<file path="config.mk">
export PLATFORM = sky130hd
export DESIGN_NAME = two_wire_handshake_link_transceiver_top
export DESIGN_NICKNAME = d
export VERILOG_FILES = /design/src/rtl/twhl_pkg.sv /design/src/rtl/twhl_core.sv /design/src/rtl/two_wire_handshake_link_transceiver_top.sv
export SDC_FILE = /design/constraint.sdc
export NUM_CORES = 1
export LEC_CHECK = 0
export ABC_AREA = 1
export BUFFER_PORTS_ARGS = -buffer_cell sky130_fd_sc_hd__clkbuf_2
export CAP_MARGIN = 20
export CELL_PAD_IN_SITES_DETAIL_PLACEMENT = 1
export CELL_PAD_IN_SITES_GLOBAL_PLACEMENT = 2
export CORE_AREA = 5 5 152 154
export DETAILED_ROUTE_END_ITERATION = 8
export DIE_AREA = 0 0 157 159
export HOLD_SLACK_MARGIN = 0.06
export PLACE_DENSITY = 0.95
export SLEW_MARGIN = 10
export SYNTH_ARGS = -nofsm -noshare
export SYNTH_HDL_FRONTEND = slang
export SYNTH_HIERARCHICAL = 1
export SYNTH_SLANG_ARGS = --single-unit
</file>
<file path="constraint.sdc">
create_clock -name clk_i -period 6.72 [get_ports clk_i]
set_input_delay 1.008 -clock clk_i [delete_from_list [all_inputs] [get_ports clk_i]]
set_output_delay 1.008 -clock clk_i [all_outputs]
set_load 0.005 [all_outputs]
</file>
<file path="src/rtl/twhl_pkg.sv">
// ----------------------------------------------------------------------------
// twhl_pkg
// Shared types and constants for the two-wire handshake link transceiver.
// ----------------------------------------------------------------------------
package twhl_pkg;

  // command codes carried on the opcode field
  typedef enum logic [1:0] {
    OP_TICK  = 2'd0,
    OP_SEND  = 2'd1,
    OP_RECV  = 2'd2,
    OP_PROBE = 2'd3
  } opcode_e;

  // configuration register indexes
  typedef enum logic [1:0] {
    CFG_TIMEOUT = 2'd0,
    CFG_SETTLE  = 2'd1,
    CFG_RSVD2   = 2'd2,
    CFG_RSVD3   = 2'd3
  } cfg_idx_e;

  localparam int unsigned TimeoutW = 24;
  localparam int unsigned SettleW  = 16;
  localparam int unsigned CfgDataW = 24;

  localparam logic [TimeoutW-1:0] TimeoutRst = 24'd1000000;
  localparam logic [SettleW-1:0]  SettleRst  = 16'd10;

  // one result word
  typedef struct packed {
    logic       red_pull_low;
    logic       white_pull_low;
    logic       busy;
    logic       done;
    logic       err;
    logic [7:0] rx_byte;
    logic       line_activity;
  } result_t;

endpackage

</file>
<file path="src/rtl/twhl_core.sv">
// ----------------------------------------------------------------------------
// twhl_core
// Link state machine: one tick of line samples per fire, result in same cycle.
// ----------------------------------------------------------------------------
module twhl_core
  import twhl_pkg::*;
(
  input  logic                clk_i,
  input  logic                rst_ni,
  input  logic                fire_i,
  input  logic [1:0]          opcode_i,
  input  logic [7:0]          tx_byte_i,
  input  logic                red_level_i,
  input  logic                white_level_i,
  input  logic [TimeoutW-1:0] timeout_i,
  input  logic [SettleW-1:0]  settle_i,
  output result_t             res_o
);

  typedef enum logic [2:0] {
    PH_IDLE,
    PH_TX_WAIT_LOW,
    PH_TX_WAIT_HIGH,
    PH_RX_WAIT_ANY,
    PH_RX_WAIT_RELEASE,
    PH_RX_SETTLE,
    PH_PROBE_WAIT
  } phase_e;

  phase_e              phase_q, phase_d;
  logic [2:0]          bit_cnt_q, bit_cnt_d;
  logic [7:0]          shift_q, shift_d;
  logic                cur_bit_q, cur_bit_d;
  logic [TimeoutW-1:0] wait_cnt_q, wait_cnt_d;
  logic [SettleW-1:0]  settle_cnt_q, settle_cnt_d;
  logic                red_drv_q, red_drv_d;
  logic                white_drv_q, white_drv_d;

  logic [TimeoutW-1:0] wait_inc;
  logic [SettleW-1:0]  settle_inc;
  logic                expired;
  logic                tx_watch_hi, rx_watch_hi;
  logic [7:0]          shift_nx;
  logic                done, err, bit_done;
  logic [7:0]          rxb;

  assign wait_inc    = wait_cnt_q + TimeoutW'(1);
  assign settle_inc  = settle_cnt_q + SettleW'(1);
  assign expired     = (wait_inc >= timeout_i);
  assign tx_watch_hi = cur_bit_q ? red_level_i : white_level_i;
  assign rx_watch_hi = cur_bit_q ? white_level_i : red_level_i;
  assign shift_nx    = {1'b0, shift_q[7:1]};

  always_comb begin
    phase_d      = phase_q;
    bit_cnt_d    = bit_cnt_q;
    shift_d      = shift_q;
    cur_bit_d    = cur_bit_q;
    wait_cnt_d   = wait_cnt_q;
    settle_cnt_d = settle_cnt_q;
    red_drv_d    = red_drv_q;
    white_drv_d  = white_drv_q;
    done         = 1'b0;
    err          = 1'b0;
    bit_done     = 1'b0;
    rxb          = 8'd0;

    case (phase_q)
      PH_IDLE: begin
        case (opcode_i)
          OP_SEND: begin
            bit_cnt_d  = 3'd0;
            shift_d    = tx_byte_i;
            cur_bit_d  = tx_byte_i[0];
            if (tx_byte_i[0]) begin
              white_drv_d = 1'b1;
            end else begin
              red_drv_d = 1'b1;
            end
            wait_cnt_d = '0;
            phase_d    = PH_TX_WAIT_LOW;
          end
          OP_RECV: begin
            bit_cnt_d  = 3'd0;
            shift_d    = 8'd0;
            wait_cnt_d = '0;
            phase_d    = PH_RX_WAIT_ANY;
          end
          OP_PROBE: begin
            red_drv_d   = 1'b0;
            white_drv_d = 1'b0;
            wait_cnt_d  = '0;
            phase_d     = PH_PROBE_WAIT;
          end
          default: ;
        endcase
      end
      PH_TX_WAIT_LOW: begin
        if (!tx_watch_hi) begin
          red_drv_d   = 1'b0;
          white_drv_d = 1'b0;
          wait_cnt_d  = '0;
          phase_d     = PH_TX_WAIT_HIGH;
        end else begin
          wait_cnt_d = wait_inc;
          err        = expired;
        end
      end
      PH_TX_WAIT_HIGH: begin
        if (tx_watch_hi) begin
          if (bit_cnt_q == 3'd7) begin
            done = 1'b1;
          end else begin
            bit_cnt_d = bit_cnt_q + 3'd1;
            shift_d   = shift_nx;
            cur_bit_d = shift_nx[0];
            if (shift_nx[0]) begin
              white_drv_d = 1'b1;
            end else begin
              red_drv_d = 1'b1;
            end
            wait_cnt_d = '0;
            phase_d    = PH_TX_WAIT_LOW;
          end
        end else begin
          wait_cnt_d = wait_inc;
          err        = expired;
        end
      end
      PH_RX_WAIT_ANY: begin
        if (!(red_level_i && white_level_i)) begin
          // only white low means a one
          cur_bit_d = red_level_i && !white_level_i;
          shift_d   = {red_level_i && !white_level_i, shift_q[7:1]};
          if (red_level_i && !white_level_i) begin
            red_drv_d = 1'b1;
          end else begin
            white_drv_d = 1'b1;
          end
          wait_cnt_d = '0;
          phase_d    = PH_RX_WAIT_RELEASE;
        end else begin
          wait_cnt_d = wait_inc;
          err        = expired;
        end
      end
      PH_RX_WAIT_RELEASE: begin
        if (rx_watch_hi) begin
          red_drv_d   = 1'b0;
          white_drv_d = 1'b0;
          if (settle_i == '0) begin
            bit_done = 1'b1;
          end else begin
            settle_cnt_d = '0;
            phase_d      = PH_RX_SETTLE;
          end
        end else begin
          wait_cnt_d = wait_inc;
          err        = expired;
        end
      end
      PH_RX_SETTLE: begin
        settle_cnt_d = settle_inc;
        bit_done     = (settle_inc >= settle_i);
      end
      PH_PROBE_WAIT: begin
        if (red_level_i && white_level_i) begin
          done = 1'b1;
        end else begin
          wait_cnt_d = wait_inc;
          err        = expired;
        end
      end
      default: begin
        phase_d = PH_IDLE;
      end
    endcase

    if (bit_done) begin
      if (bit_cnt_q == 3'd7) begin
        done = 1'b1;
        rxb  = shift_d;
      end else begin
        bit_cnt_d  = bit_cnt_q + 3'd1;
        wait_cnt_d = '0;
        phase_d    = PH_RX_WAIT_ANY;
      end
    end
    if (err) begin
      done        = 1'b1;
      red_drv_d   = 1'b0;
      white_drv_d = 1'b0;
    end
    if (done) begin
      phase_d      = PH_IDLE;
      wait_cnt_d   = '0;
      settle_cnt_d = '0;
    end

    res_o.red_pull_low   = red_drv_d;
    res_o.white_pull_low = white_drv_d;
    res_o.busy           = (phase_d != PH_IDLE);
    res_o.done           = done;
    res_o.err            = err;
    res_o.rx_byte        = err ? 8'd0 : rxb;
    res_o.line_activity  = !(red_level_i && white_level_i);
  end

  always_ff @(posedge clk_i or negedge rst_ni) begin
    if (!rst_ni) begin
      phase_q      <= PH_IDLE;
      bit_cnt_q    <= '0;
      shift_q      <= '0;
      cur_bit_q    <= 1'b0;
      wait_cnt_q   <= '0;
      settle_cnt_q <= '0;
      red_drv_q    <= 1'b0;
      white_drv_q  <= 1'b0;
    end else if (fire_i) begin
      phase_q      <= phase_d;
      bit_cnt_q    <= bit_cnt_d;
      shift_q      <= shift_d;
      cur_bit_q    <= cur_bit_d;
      wait_cnt_q   <= wait_cnt_d;
      settle_cnt_q <= settle_cnt_d;
      red_drv_q    <= red_drv_d;
      white_drv_q  <= white_drv_d;
    end
  end

`ifndef NO_ASSERTIONS
  a_one_drive: assert property (@(posedge clk_i) disable iff (!rst_ni)
    !(red_drv_q && white_drv_q))
    else $error("both lines pulled low at once");

  a_idle_released: assert property (@(posedge clk_i) disable iff (!rst_ni)
    (phase_q == PH_IDLE) |-> (!red_drv_q && !white_drv_q && wait_cnt_q == '0))
    else $error("idle with a line driven or wait count left");

  a_err_release: assert property (@(posedge clk_i) disable iff (!rst_ni)
    (fire_i && res_o.err) |=> (phase_q == PH_IDLE && !red_drv_q && !white_drv_q))
    else $error("timeout did not release lines and return to idle");

  a_settle_released: assert property (@(posedge clk_i) disable iff (!rst_ni)
    (phase_q == PH_RX_SETTLE) |-> (!red_drv_q && !white_drv_q))
    else $error("line still pulled low while settling");
`endif

endmodule

</file>
<file path="src/rtl/two_wire_handshake_link_transceiver_top.sv">
// ----------------------------------------------------------------------------
// two_wire_handshake_link_transceiver_top
// Two-wire open-drain handshake link controller, one line sample per word.
// ----------------------------------------------------------------------------
//
//  channel  dir  handshake              payload
//  -------  ---  ---------------------  ---------------------------------------
//  in       in   in_valid_i/in_ready_o  opcode, tx_byte, red_level, white_level
//  out      out  out_valid_o/out_ready_i red/white_pull_low, busy, done, error,
//                                        rx_byte, line_activity
//  cfg      in   cfg_valid_i/cfg_ready_o cfg_index_i, cfg_data_i
//
//  One word per cycle sustained while the result is drained; a word passes the
//  input register, then the state step and the result register.
//  The state step is a single pass through twhl_core; state advances only
//  when an input word moves into the result register.
//  Reset: async active low; link idle, both lines released, timeout 1000000,
//  settle 10.
//  A stalled result holds the state step; the input register still takes one
//  word while the result waits, then in_ready_o drops.
//  Config writes are always taken (cfg_ready_o is high); index 2 and 3 ignored.
// ----------------------------------------------------------------------------
module two_wire_handshake_link_transceiver_top
  import twhl_pkg::*;
(
  input  logic                clk_i,
  input  logic                rst_ni,
  // input words
  input  logic                in_valid_i,
  output logic                in_ready_o,
  input  logic [1:0]          opcode_i,
  input  logic [7:0]          tx_byte_i,
  input  logic                red_level_i,
  input  logic                white_level_i,
  // result words
  output logic                out_valid_o,
  input  logic                out_ready_i,
  output logic                red_pull_low_o,
  output logic                white_pull_low_o,
  output logic                busy_res_o,
  output logic                done_res_o,
  output logic                error_code_o,
  output logic [7:0]          rx_byte_o,
  output logic                line_activity_o,
  // configuration writes
  input  logic                cfg_valid_i,
  output logic                cfg_ready_o,
  input  logic [1:0]          cfg_index_i,
  input  logic [CfgDataW-1:0] cfg_data_i
);

  // config registers
  logic [TimeoutW-1:0] timeout_q;
  logic [SettleW-1:0]  settle_q;

  // input register
  logic       in_vld_q;
  logic [1:0] opcode_q;
  logic [7:0] tx_byte_q;
  logic       red_q, white_q;

  // result register
  logic    out_vld_q;
  result_t res_q;
  result_t res;

  logic step;

  assign cfg_ready_o = 1'b1;

  always_ff @(posedge clk_i or negedge rst_ni) begin
    if (!rst_ni) begin
      timeout_q <= TimeoutRst;
      settle_q  <= SettleRst;
    end else if (cfg_valid_i) begin
      case (cfg_index_i)
        CFG_TIMEOUT: timeout_q <= cfg_data_i[TimeoutW-1:0];
        CFG_SETTLE:  settle_q  <= cfg_data_i[SettleW-1:0];
        default: ;
      endcase
    end
  end

  // a word steps the link when the result slot is free or being drained
  assign step       = in_vld_q && (!out_vld_q || out_ready_i);
  assign in_ready_o = !in_vld_q || step;

  always_ff @(posedge clk_i or negedge rst_ni) begin
    if (!rst_ni) begin
      in_vld_q <= 1'b0;
    end else if (in_ready_o) begin
      in_vld_q <= in_valid_i;
    end
  end

  always_ff @(posedge clk_i) begin
    if (in_ready_o && in_valid_i) begin
      opcode_q  <= opcode_i;
      tx_byte_q <= tx_byte_i;
      red_q     <= red_level_i;
      white_q   <= white_level_i;
    end
  end

  twhl_core u_core (
    .clk_i         (clk_i),
    .rst_ni        (rst_ni),
    .fire_i        (step),
    .opcode_i      (opcode_q),
    .tx_byte_i     (tx_byte_q),
    .red_level_i   (red_q),
    .white_level_i (white_q),
    .timeout_i     (timeout_q),
    .settle_i      (settle_q),
    .res_o         (res)
  );

  always_ff @(posedge clk_i or negedge rst_ni) begin
    if (!rst_ni) begin
      out_vld_q <= 1'b0;
    end else if (step) begin
      out_vld_q <= 1'b1;
    end else if (out_ready_i) begin
      out_vld_q <= 1'b0;
    end
  end

  always_ff @(posedge clk_i) begin
    if (step) begin
      res_q <= res;
    end
  end

  assign out_valid_o      = out_vld_q;
  assign red_pull_low_o   = res_q.red_pull_low;
  assign white_pull_low_o = res_q.white_pull_low;
  assign busy_res_o       = res_q.busy;
  assign done_res_o       = res_q.done;
  assign error_code_o     = res_q.err;
  assign rx_byte_o        = res_q.rx_byte;
  assign line_activity_o  = res_q.line_activity;

`ifndef NO_ASSERTIONS
  a_step_needs_slot: assert property (@(posedge clk_i) disable iff (!rst_ni)
    step |-> (!out_vld_q || out_ready_i))
    else $error("result overwritten while stalled");

  a_done_not_busy: assert property (@(posedge clk_i) disable iff (!rst_ni)
    step && res.done |=> out_vld_q && !busy_res_o)
    else $error("finished operation still reports busy");

  a_err_with_done: assert property (@(posedge clk_i) disable iff (!rst_ni)
    out_vld_q && error_code_o |-> done_res_o && rx_byte_o == 8'd0)
    else $error("error flagged without done or with data");
`endif

endmodule
</file>
# --- Yosys cells after proc, flatten, opt, wreduce, memory -nomap -nowiden ---
# Index checks and enable logic that the tools add are counted.
totals:
  ff_bits: 125
  latchBits: 0
  ram_bits: 0
  mem_bits_ro: 0
  out_inout_bits: 17
  wordCells: 156
  mem_count: 0
op_classes:
  n_addsub: 3
  n_mul: 0
  div_mod_pow: 0
  n_lt_le_gt_ge: 2
  n_eq_ne: 17
  shifts: 0
  mux: 84
  n_bitwise: 2
  reduce_logical: 25
op_table:
  columns: ["op", "n"]
  rows:
  - ["two-way mux 24 bit", 10]
  - ["case mux 24 bit (6 select lines)", 1]
  - ["two-way mux 16 bit", 3]
  - ["two-way mux 3 bit", 14]
  - ["two-way mux 1 bit", 39]
  - ["case mux 16 bit (2 select lines)", 1]
  - ["adder 24 x 1 -> 24 bit, second input constant", 1]
  - ["greater-or-equal comparator 24 bit", 1]
  - ["two-way mux 8 bit", 3]
  - ["case mux 8 bit (3 select lines)", 1]
  - ["case mux 3 bit (6 select lines)", 1]
  - ["adder 16 x 1 -> 16 bit, second input constant", 1]
  - ["greater-or-equal comparator 16 bit", 1]
  - ["zero test 16 bit", 1]
  - ["case mux 8 bit (2 select lines)", 1]
  - ["case mux 1 bit (5 select lines)", 3]
  - ["equality test 3 bit, second input constant", 4]
  - ["case mux 3 bit (3 select lines)", 1]
  - ["nonzero test 3 bit", 3]
  - ["case mux 1 bit (2 select lines)", 4]
  - ["equality test 3 x 2 -> 1 bit, second input constant", 2]
  - ["case mux 3 bit (2 select lines)", 1]
  - ["AND reduction 6 bit", 1]
  - ["OR reduction 3 bit", 2]
  - ["19 further kinds", 33]

# --- Longest topological paths before layout ---
# Gate-level depths: netlist (run 1).
depth:
  word_depth: 9
  ltp_mapped: 23

# --- Cells and area by module ---
# Netlist (run 1), hierarchy kept.
modules_own_cells:
  columns: ["module", "n_inst", "cells_per_inst", "area_per_inst_um2", "seq_area_each_um2"]
  rows:
  - ["twhl_core", 1, 892, 5716.7, 1426.4]
  - ["two_wire_handshake_link_transceiver_top", 1, 216, 2558.7, 1843.0]

# --- Worst setup path before layout (run 1) ---
# OpenSTA, ideal clock, no wires.
synth_path:
  path_type: "register -> register"
  start: "register u_core.settle_cnt_q[0]"
  end: "register res_q, in the netlist busy_res_o, data pin"
  setup_ns: 0.260
  arrival_time_ns: 2.746
  setup_slack_ns: 3.715
  stages_incl_launch_ff: 22
  path_buffers: 1
  period_less_slack_ns: 3.005
  path_cell_list: "dfrtp_1 > ha_1 > nand2_1 > nor2_1 > nand2_1 > nor3_1 > nand3_1 > xor2_1 > inv_1 > ha_1 > nand2_1 > inv_1 > nand3_1 > nor3_1 > nand2_1 > nand3_1 > nand2_1 > nand2_2 > inv_1 > clkbuf_1 > nand3_1 > nand3_1"
synth_rtl:
  columns: ["item", "line_no", "text"]
  rows:
  - ["from (decl)", "twhl_core.sv:35", "logic [SettleW-1:0] settle_cnt_q, settle_cnt_d;"]
  - ["from (signal assigned)", "twhl_core.sv:225", "settle_cnt_q <= settle_cnt_d;"]
  - ["to (signal assigned)", "two_wire_handshake_link_transceiver_top.sv:130", "res_q <= res;"]
  - ["to (decl)", "two_wire_handshake_link_transceiver_top.sv:64", "result_t res_q;"]

# --- Worst setup path after layout (run 1) ---
layout_path:
  start: "register u_core.wait_cnt_q[0]"
  end: "register u_core.settle_cnt_q[4]"
layout_via:
  elab_chain_cells: 7
  elab_cells_between_ends: 14
  cone_classes: "add/sub: 1; order compare: 1; eq/ne: 2; mux: 8; reduce/logical: 2"
layout_lines:
  columns: ["item", "line_no", "text"]
  rows:
  - ["from (decl)", "twhl_core.sv:34", "logic [TimeoutW-1:0] wait_cnt_q, wait_cnt_d;"]
  - ["from (signal assigned)", "twhl_core.sv:224", "wait_cnt_q <= wait_cnt_d;"]
  - ["adder 24 x 1 -> 24 bit *", "twhl_core.sv:47", "assign wait_inc = wait_cnt_q + TimeoutW'(1);"]
  - ["greater-or-equal comparator 24 bit *", "twhl_core.sv:49", "assign expired = (wait_inc >= timeout_i);"]
  - ["two-way mux 1 bit (on tied branches)", null, null]
  - ["case mux 1 bit (5 select lines) *", "twhl_core.sv:68", "case (phase_q)"]
  - ["two-way mux 1 bit *", "twhl_core.sv:189", "if (err) begin"]
  - ["!= test 3 x 1 -> 1 bit (no line), or another cell as far along", null, null]
  - ["AND reduction 4 bit (no line)", null, null]
# Mark *: on every way between the ends. The rest lies on a longest branch, timed or not.
# A chain may end at the register's enable or synchronous reset.

==> flow_metrics.env, run 1 <==
export IMPL_dr_total_vias=7500
export IMPL_clk_pin_slew_worst_paths_ns=0.06
export IMPL_rsz0062_at_grt="no"
export IMPL_n_antenna_cell=0
export IMPL_clock_fmax_mhz=249
export IMPL_mappedNetlistArea_sq_um=8280
export IMPL_drtPass1Iterations=7
export IMPL_dp_hpwl_mm=17.6
export IMPL_min_path_cells=2
export IMPL_path_cells="ha_1, nand3_1, nor2_2, nand3_1, nor2_1, nand3_1, and2_1, ha_1, nand2_1, nor2_1, inv_1, a21oi_1, nor2_1, nand4_1, a21oi_2, nand3_2, nand2_2, nand2_1, nand2_1"
export IMPL_nets=1243
export IMPL_place_congestion=0.890
export IMPL_place_ws_ns=2.80
export IMPL_leakage_nw=4.80
export IMPL_die_area_sq_um=25000
export IMPL_postCtsSetupBuffers=0
export IMPL_antenna_found_initial=0
export IMPL_layout_min_cycle_time_ns=4.01
export IMPL_io_buffers=58
export IMPL_die_w_um=157
export IMPL_cp_max_fo=16
export IMPL_fill_cells=2711
export IMPL_layout_setup_ws_ns=2.71
export IMPL_slowest_stage="a21oi_2"
export IMPL_crit_start="u_core/wait_cnt_q[0]"
export IMPL_ys_warn_count=6
export IMPL_grt_usage_pct=19.7
export IMPL_final_util_pct=43.3
export IMPL_r2r_cells=19
export IMPL_synth_top_area_share_pct=27.2
export IMPL_routed_wl_mm=24.0
export IMPL_ctsResizeCount=0
export IMPL_worst_setup_path_end_kind="flop"
export IMPL_hold_buffers=0
export IMPL_vias_per_cell=5.20
export IMPL_timing_setup_tns_ns=0
export IMPL_skew_ns=0.00930
export IMPL_slew_viol_final=0
export IMPL_cts_tree="done"
export IMPL_io_pins=60
export IMPL_synth_commonest_cells="nand2_1 (311), inv_1 (173), dfrtp_1 (90)"
export IMPL_syn_avg_cell_area_sq_um=7.47
export IMPL_synth_top_cell_by_area="dfrtp_1"
export IMPL_cts_max_level=4
export IMPL_ys_seq_elements=125
export IMPL_clockBufferDepth=2
export IMPL_fin_crit_sh_pct=59.7
export IMPL_numCtsBuffers=17
export IMPL_max_cap_viol_count=0
export IMPL_min_delay_start="settle_q[3]"
export IMPL_initial_core_util_pct=38.4
export IMPL_yosysMostFrequentCell="nand2_1"
export IMPL_fp_row_count=54
export IMPL_ys_flop_type="dfrtp_1"
export IMPL_grt_pass1_vias=7826
export IMPL_yosysUniqueCellTypes=48
export IMPL_syn_instance_count=1108
export IMPL_hold_path_endpoint="settle_q[3]"
export IMPL_pwr_density_cell_nw_per_um2=309
export IMPL_critPathBufInv=1
export IMPL_antenna_left=0
export IMPL_clk_latency_ns=0.43
export IMPL_wl_per_cell_um=16.7
export IMPL_core_area_sq_um=21600
export IMPL_grt_max_degree=58
export IMPL_ir_drop_v=0.000170
export IMPL_drc=0
export IMPL_critPathArrivalTime_ns=4.37
export IMPL_cts_sinks=125
export IMPL_critPathTopFamily="simple AND/OR/NAND/NOR gates"
export IMPL_hp_class="reg2reg"
export IMPL_grt_remaining_overflow=0
export IMPL_async_reset_ff_share_pct=79.2
export IMPL_yosys_top_cells_area="dfrtp_1 (27%), nand2_1 (14%), edfxtp_1 (9.4%)"
export IMPL_hold_violations=0
export IMPL_status="complete, no violations"
export IMPL_cp_required_ns=7.08
export IMPL_clock_root_buffer="clkbuf_16"
export IMPL_slew_headroom_pct=45.9
export IMPL_synth_enable_flop_cells=26
export IMPL_grt_first_pass_wirelength_mm=40.0
export IMPL_chipHeight_um=159
export IMPL_ys_seq_area_share_pct=39.5
export IMPL_syn_to_final_growth_pct=12.7
export IMPL_worstMarginPinSlew_ns=0.811
export IMPL_setup_viol=0
export IMPL_start_kind="flop"
export IMPL_cpPeakStageDelay_ns=0.56
export IMPL_drt_iter0_drc=374
export IMPL_r2r_start="u_core/wait_cnt_q[0]"
export IMPL_regToRegSetupSlack_ns=2.71
export IMPL_crit_type="reg2reg"
export IMPL_drive_gt1_share_pct=11.7
export IMPL_rr_endpoint="u_core/settle_cnt_q[4]"
export IMPL_syn_nets=1201
## layout make-up
| cell class | instances | area [sq um] | area share (%) |
|---|---|---|---|
| clock inverters | 15 | 194 | 2.08 |
| repair buffers | 62 | 323 | 3.46 |
| inverters | 178 | 668 | 7.16 |
| multi-input cells | 766 | 4100 | 43.9 |
| clock buffers | 17 | 425 | 4.56 |
| flip-flops and latches | 125 | 3270 | 35.0 |
| well taps | 280 | 350 | 3.76 |
## kinds of logic (layout without fill, tap and decap cells)
| kind of cell | after synthesis | after routing | synth area share [%] |
|---|---|---|---|
| and+or+nand+nor | 560 | 560 | 30.3 |
| other | 1 | 1 | 0.0453 |
| DFF | 125 | 125 | 39.5 |
| adders and majority gates | 50 | 50 | 7.56 |
| xor gates and xnor gates | 23 | 23 | 2.43 |
| buffers and inverters | 217 | 272 | 11.1 |
| AOI/OAI and AO/OA | 132 | 132 | 9.10 |
## cells in the final DEF (no fill, tap or decap), types with 9 or more instances in the layout
cell type,count
edfxtp_1,26
nor3_1,17
o22ai_1,13
xor2_1,21
nand2_2,9
ha_1,50
dfrtp_1,90
a21oi_1,34
nand2_1,311
clkbuf_2,57
clkbuf_16,17
o21ai_0,55
nand4_1,52
nand3_1,69
nor2_1,76
dfstp_2,9
inv_1,173
## per-stage QoR
stage          cell area (sq um)  power, W  std cells  hold slack (ns)
6_report                    9330   0.00288       1443            0.462
5_1_grt                     9330   0.00307       1443            0.480
4_1_cts                     9330   0.00291       1443            0.465
3_5_place_dp                8710   0.00190       1411            0.455
3_3_place_gp                8710   0.00188       1411            0.452
2_1_floorplan               8280   0.00166       1108            0.442
## metal layers
layer	track usage, %	wire (um)
met1	26.7	11400
met2	32.9	11600
met3	3.42	827
met4	4.69	267
met5	0	0
## how the worst max path moves through the flow
stage	endpoint	slack, ns	depth (start not counted)
after floorplan	busy_res_o	3.71	21
after global placement	u_core/settle_cnt_q[13]	2.91	19
after detailed placement	u_core/settle_cnt_q[3]	2.80	19
after CTS	u_core/settle_cnt_q[4]	2.77	19
after global routing	u_core/settle_cnt_q[6]	2.39	20
final	u_core/settle_cnt_q[4]	2.71	19
## state kept, by name (all words and copies together), names as in the netlist, 2 cells and up
| name | cells |
|---|---|
| u_core/shift_q | 8 |
| timeout_q | 24 |
| opcode_q | 2 |
| u_core/settle_cnt_q | 16 |
| settle_q | 16 |
| u_core/wait_cnt_q | 24 |
| tx_byte_q | 8 |
| u_core/phase_q | 3 |
| rx_byte_o | 8 |
| u_core/bit_cnt_q | 3 |
## tightest hold or removal path: cells and delay by family (launching register included)
family,cells,cell delay [ns]
simple gates,2,0.09
flops,1,0.37
## where the power goes
part	switching, W	total, W	internal, W
Clock	0.000366	0.000984	0.000619
Combinational	0.000628	0.000895	0.000267
Sequential	0.0000967	0.00101	0.000909
Total	0.00109	0.00288	0.00179
Power figures use the tool's default switching activity.
==> inputs of run 2 (changes only) <==
--- a/config.mk
+++ b/config.mk
@@ -10,11 +10,11 @@
 export CAP_MARGIN = 20
 export CELL_PAD_IN_SITES_DETAIL_PLACEMENT = 1
 export CELL_PAD_IN_SITES_GLOBAL_PLACEMENT = 2
-export CORE_AREA = 5 5 152 154
+export CORE_AREA = 5 5 167 169
 export DETAILED_ROUTE_END_ITERATION = 8
-export DIE_AREA = 0 0 157 159
+export DIE_AREA = 0 0 172 174
 export HOLD_SLACK_MARGIN = 0.06
-export PLACE_DENSITY = 0.95
+export PLACE_DENSITY = 0.85
 export SLEW_MARGIN = 10
 export SYNTH_ARGS = -nofsm -noshare
 export SYNTH_HDL_FRONTEND = slang
==> constraint.sdc (replaced) <==
create_clock -name clk_i -period 3.6 [get_ports clk_i]
set_input_delay 0.54 -clock clk_i [delete_from_list [all_inputs] [get_ports clk_i]]
set_output_delay 0.54 -clock clk_i [all_outputs]
set_load 0.005 [all_outputs]
==> run 2 against run 1 <==
Worst hold slack worse by 0.29 ns. Critical path depth down 1. Sequential share of layout area down 0.75 points. Via count down 1.1%. Final cell count up 4.9%. Flip-flop and latch count unchanged. First-iteration DRC count down 14%. Critical path type unchanged.
==> flow_metrics.env, run 2 (synthesized netlist as in run 1, its figures left out) <==
export IMPL_grt_remaining_overflow=0
export IMPL_hold_slack_ns=0.174
export IMPL_numCtsBuffers=17
export IMPL_clock_fmax_mhz=301
export IMPL_cts_max_level=4
export IMPL_final_cells=1514
export IMPL_worstMarginPinSlew_ns=0.777
export IMPL_met1Wirelength_mm=11.5
export IMPL_leakage_nw=4.85
export IMPL_final_area_sq_um=9540
export IMPL_place_ws_ns=-0.0246
export IMPL_r2r_cells=18
export IMPL_clk_pin_slew_worst_paths_ns=0.06
export IMPL_fp_row_count=60
export IMPL_highest_layer="met4"
export IMPL_wl_met2_mm=11.7
export IMPL_routed_wl_mm=24.1
export IMPL_regToRegSetupSlack_ns=0.28
export IMPL_clock_root_buffer="clkbuf_16"
export IMPL_antenna_found_initial=0
export IMPL_start_kind="flop"
export IMPL_chipHeight_um=174
export IMPL_initial_core_util_pct=31.3
export IMPL_grt_usage_pct=16.6
export IMPL_dp_hpwl_mm=17.8
export IMPL_r2r_start="u_core/wait_cnt_q[8]"
export IMPL_core_area_sq_um=26400
export IMPL_dr_total_vias=7414
export IMPL_place_area_sq_um=8900
export IMPL_die_w_um=172
export IMPL_io_pins=60
export IMPL_skew_ns=0.0119
export IMPL_rr_endpoint="u_core/settle_cnt_q[8]"
export IMPL_n_antenna_cell=0
export IMPL_wl_met3_um=619
export IMPL_place_congestion=0.829
export IMPL_status="complete, no violations"
export IMPL_clockBufferDepth=2
export IMPL_placed_cells=1480
export IMPL_final_util_pct=36.1
export IMPL_max_cap_viol_count=0
export IMPL_pwr_density_cell_nw_per_um2=551
export IMPL_worst_setup_path_end_kind="flop"
export IMPL_io_buffers=58
export IMPL_clk_latency_ns=0.42
export IMPL_reg_top3="timeout_q: 24 flops, u_core/wait_cnt_q: 24 flops"
export IMPL_fin_crit_sh_pct=92.1
export IMPL_slew_headroom_pct=48.2
export IMPL_cts_tree="done"
export IMPL_hp_class="in2async"
export IMPL_drt_iter0_drc=320
export IMPL_nets=1253
export IMPL_layout_setup_ws_ns=0.283
export IMPL_vias_per_cell=4.90
export IMPL_cts_sinks=125
export IMPL_cp_required_ns=3.96
export IMPL_layout_min_cycle_time_ns=3.32
export IMPL_slew_viol_final=0
export IMPL_drtPass1Iterations=4
export IMPL_final_common_cell="nand2_1"
export IMPL_antenna_left=0
export IMPL_drc=0
export IMPL_die_area_sq_um=29900
export IMPL_mostFrequentLayoutCells="nand2_1 (311), inv_1 (173), dfrtp_1 (89), nor2_1 (73), nand3_1 (68)"
export IMPL_grt_first_pass_wirelength_mm=40.5
export IMPL_critPathArrivalTime_ns=3.68
export IMPL_wl_per_cell_um=15.9
export IMPL_grt_pass1_vias=7906
export IMPL_grt_max_degree=92
export IMPL_cp_max_fo=16
export IMPL_drive_gt1_share_pct=13.4
export IMPL_crit_type="reg2reg"
export IMPL_ir_drop_v=0.000338
export IMPL_setup_viol=0
export IMPL_hold_violations=0
export IMPL_syn_to_final_growth_pct=15.3
## run 2: how the worst max path moves through the flow
stage,startpoint,endpoint,cells past startpoint
after global routing,u_core/wait_cnt_q[0],u_core/wait_cnt_q[13],20
after global placement,u_core/wait_cnt_q[0],u_core/settle_cnt_q[8],20
after CTS,u_core/wait_cnt_q[0],u_core/settle_cnt_q[4],20
final,u_core/wait_cnt_q[8],u_core/settle_cnt_q[8],18
after detailed placement,u_core/wait_cnt_q[0],u_core/settle_cnt_q[3],20
after floorplan,u_core/settle_cnt_q[0],busy_res_o,21
## run 2: per-stage QoR
| step | setup TNS, ns | power (W) |
|---|---|---|
| CTS | 0 | 0.00527 |
| floorplan | 0 | 0.00309 |
| global placement | 0 | 0.00356 |
| finish | 0 | 0.00525 |
| detailed placement | -0.0805 | 0.00360 |
| global route | -0.0999 | 0.00563 |
## run 2: power breakdown
group | switching, W | total (W) | internal, W
combinational | 0.00119 | 0.00174 | 0.000554
clock | 0.000692 | 0.00164 | 0.000945
sequential | 0.000180 | 0.00188 | 0.00170
## run 2: routing by layer
metal  vias up  track usage (%)
li1       3713                -
met1      3602             22.3
met2        83             27.9
met3        16             2.16
met4         0             4.68
met5         -                0
## run 2: final cells by class
cell class	instances	area, sq um
clock buffer	17	425
clock inverter	15	125
inverter	178	668
sequential	125	3270
multi-input combinational	766	4170
tap	341	427
timing repair buffer	72	448
fill	3299	16900
## run 2: what timing repair did
action | in CTS | in global routing
resized for setup | 1 | 14
pin swaps | 0 | 2
setup buffers | 0 | 2
hold buffers | 0 | 0
endpoints found under the setup margin | 16 | 51
## run 2: worst max-delay path, cell delays in order, from the launching register on
cell,delay [ns]
dfrtp_1,0.45
nand2_1,0.15
nor2_1,0.17
inv_1,0.08
nor2_1,0.21
nand2_1,0.11
xor2_1,0.25
ha_1,0.29
a21o_1,0.18
nor2_1,0.11
nand2_1,0.11
nand2_1,0.08
nand4_1,0.20
nand2_2,0.18
nand2_2,0.12
nor2_4,0.21
buf_12,0.18
nand4_1,0.09
nand2_1,0.10
==> inputs of run 3 (changes only) <==
--- a/config.mk
+++ b/config.mk
@@ -6,7 +6,7 @@
 export NUM_CORES = 1
 export LEC_CHECK = 0
 export ABC_AREA = 1
-export BUFFER_PORTS_ARGS = -buffer_cell sky130_fd_sc_hd__clkbuf_2
+export BUFFER_PORTS_ARGS = -buffer_cell sky130_fd_sc_hd__buf_2
 export CAP_MARGIN = 20
 export CELL_PAD_IN_SITES_DETAIL_PLACEMENT = 1
 export CELL_PAD_IN_SITES_GLOBAL_PLACEMENT = 2
@@ -15,7 +15,6 @@
 export DIE_AREA = 0 0 172 174
 export HOLD_SLACK_MARGIN = 0.06
 export PLACE_DENSITY = 0.85
-export SLEW_MARGIN = 10
 export SYNTH_ARGS = -nofsm -noshare
 export SYNTH_HDL_FRONTEND = slang
 export SYNTH_HIERARCHICAL = 1
==> run 3 against run 2 <==
Power rose by 4.2%. Clock-buffer cell count unchanged. Via count up 0.53%. Sequential share of layout area fell by 0.25 points. Global-route usage is 0.069 points lower. Non-clock buffer count up 3. Combinational power barely moved. Die area stayed put.
==> flow_metrics.env, run 3 (synthesized netlist as in run 1, its figures left out) <==
export IMPL_status="complete, no violations"
export IMPL_hold_violations=0
export IMPL_slew_viol_final=0
export IMPL_final_area_sq_um=9610
export IMPL_drt_iter0_drc=301
export IMPL_cpPeakStageDelay_ns=0.43
export IMPL_drtPass1Iterations=4
export IMPL_worst_setup_path_end_kind="flop"
export IMPL_final_util_pct=36.4
export IMPL_grt_first_pass_wirelength_mm=39.8
export IMPL_routed_wl_mm=24.1
export IMPL_cts_tree="done"
export IMPL_crit_type="reg2reg"
export IMPL_critPathArrivalTime_ns=3.47
export IMPL_worstMarginPinSlew_ns=0.746
export IMPL_path_common_cell="nand2_1"
export IMPL_placed_cells=1481
export IMPL_rr_endpoint="done_res_o"
export IMPL_cts_max_level=4
export IMPL_wl_per_cell_um=15.9
export IMPL_path_cells="ha_1, nand3_2, nor2_4, nand2_1, nor2_2, nand2_1, xor2_1, ha_1, nand3_1, nor3_1, nand2_1, nand4_1, nand2_2, nand2_2, nor2_4, buf_4, inv_1"
export IMPL_grt_max_degree=92
export IMPL_pwr_density_cell_nw_per_um2=569
export IMPL_ir_drop_v=0.000294
export IMPL_nets=1256
export IMPL_dp_hpwl_mm=17.7
export IMPL_drive_gt1_share_pct=13.9
export IMPL_r2r_start="u_core/wait_cnt_q[0]"
export IMPL_antenna_left=0
export IMPL_critPathTopFamily="simple AND/OR/NAND/NOR gates"
export IMPL_cp_required_ns=3.78
export IMPL_place_area_sq_um=8890
export IMPL_fin_crit_sh_pct=91.4
export IMPL_clockBufferDepth=2
export IMPL_r2r_cells=17
export IMPL_slowest_stage="dfrtp_2"
export IMPL_vias_per_cell=4.91
export IMPL_grt_remaining_overflow=0
export IMPL_io_buffers=58
export IMPL_io_pins=60
export IMPL_cp_max_fo=5
export IMPL_clk_pin_slew_worst_paths_ns=0.07
export IMPL_hp_class="in2async"
export IMPL_drc=0
export IMPL_max_cap_viol_count=0
export IMPL_regToRegSetupSlack_ns=0.31
export IMPL_fill_cells=3272
export IMPL_cp_depth=17
export IMPL_dr_total_vias=7453
export IMPL_hold_buffers=0
export IMPL_syn_to_final_growth_pct=16.2
export IMPL_place_congestion=0.836
export IMPL_antenna_found_initial=0
export IMPL_n_antenna_cell=0
export IMPL_fp_row_count=60
export IMPL_seqCellArea_sq_um=3270
export IMPL_slew_headroom_pct=50.2
export IMPL_numCtsBuffers=17
export IMPL_die_w_um=172
export IMPL_setup_viol=0
export IMPL_clock_root_buffer="clkbuf_16"
export IMPL_core_area_sq_um=26400
export IMPL_grt_usage_pct=16.5
export IMPL_final_cells=1517
export IMPL_final_common_cell="nand2_1"
export IMPL_start_kind="flop"
export IMPL_initial_core_util_pct=31.3
export IMPL_die_area_sq_um=29900
export IMPL_critPathBufInv=2
export IMPL_chipHeight_um=174
export IMPL_leakage_nw=4.89
export IMPL_clock_fmax_mhz=304
export IMPL_reg_top3="timeout_q: 24 flops, u_core/wait_cnt_q: 24 flops"
export IMPL_mostFrequentLayoutCells="nand2_1 (311), inv_1 (173), dfrtp_1 (88), nor2_1 (72), nand3_1 (67)"
export IMPL_grt_pass1_vias=7630
export IMPL_cts_sinks=125
export IMPL_clk_latency_ns=0.43
export IMPL_skew_ns=0.0121
export IMPL_multi_input_area_sq_um=4170
export IMPL_layout_min_cycle_time_ns=3.29
run 3: worst reg2reg max path: stages, from the launching register on:
cell and delay (ns):
dfrtp_2 0.43, ha_1 0.22, nand3_2 0.14, nor2_4 0.17, nand2_1 0.10, nor2_2 0.16
nand2_1 0.09, xor2_1 0.33, ha_1 0.31, nand3_1 0.11, nor3_1 0.06, nand2_1 0.07
nand4_1 0.22, nand2_2 0.15, nand2_2 0.11, nor2_4 0.20, buf_4 0.14, inv_1 0.04
run 3: worst max-delay path by stage:
stage / from / to
floorplan: u_core/settle_cnt_q[0] / busy_res_o
global placement: u_core/wait_cnt_q[0] / u_core/settle_cnt_q[9]
detailed placement: u_core/wait_cnt_q[0] / u_core/settle_cnt_q[4]
CTS: u_core/wait_cnt_q[0] / u_core/settle_cnt_q[7]
global route: u_core/wait_cnt_q[4] / u_core/settle_cnt_q[4]
finish: u_core/wait_cnt_q[0] / done_res_o
run 3: routing by layer:
layer  wire [um]  up-vias  GRT usage, %  part of all wire, %
li1            -     3703             -                    -
met1       11500     3597          22.1                   48
met2       11300      128          26.9                   47
met3         845       25          3.02                  3.5
met4         482        0          5.24                  2.0
met5           0        -             0                    0
run 3: cell type report:
class	instances	share of cell area [%]
multi-input combinational	766	43.3
sequential	125	34.0
timing repair buffer	75	4.76
tap	341	4.44
inverter	178	6.95
clock buffer	17	4.43
clock inverter	15	2.04
run 3: where the power goes:
group	switching, W	internal [W]
Combinational	0.00118	0.000555
Sequential	0.000177	0.00170
Clock	0.000755	0.00111
run 3: what timing repair did:
action | 4_1_cts | 5_1_grt
gates resized for setup | 1 | 16
buffers inserted | 0 | 4
pin swaps | 0 | 3
endpoints found under the setup margin | 16 | 54
run 3: per-stage QoR:
step                      setup TNS, ns  total power (W)  hold slack (ns)  worst slack [ns]
final                                 0          0.00547            0.156             0.308
after global routing            -0.0162          0.00584            0.220           -0.0103
after CTS                             0          0.00550            0.183            0.0579
after detailed placement       -0.00541          0.00359            0.456          -0.00337
after global placement                0          0.00356            0.452            0.0359
after floorplan                       0          0.00309            0.244             0.595
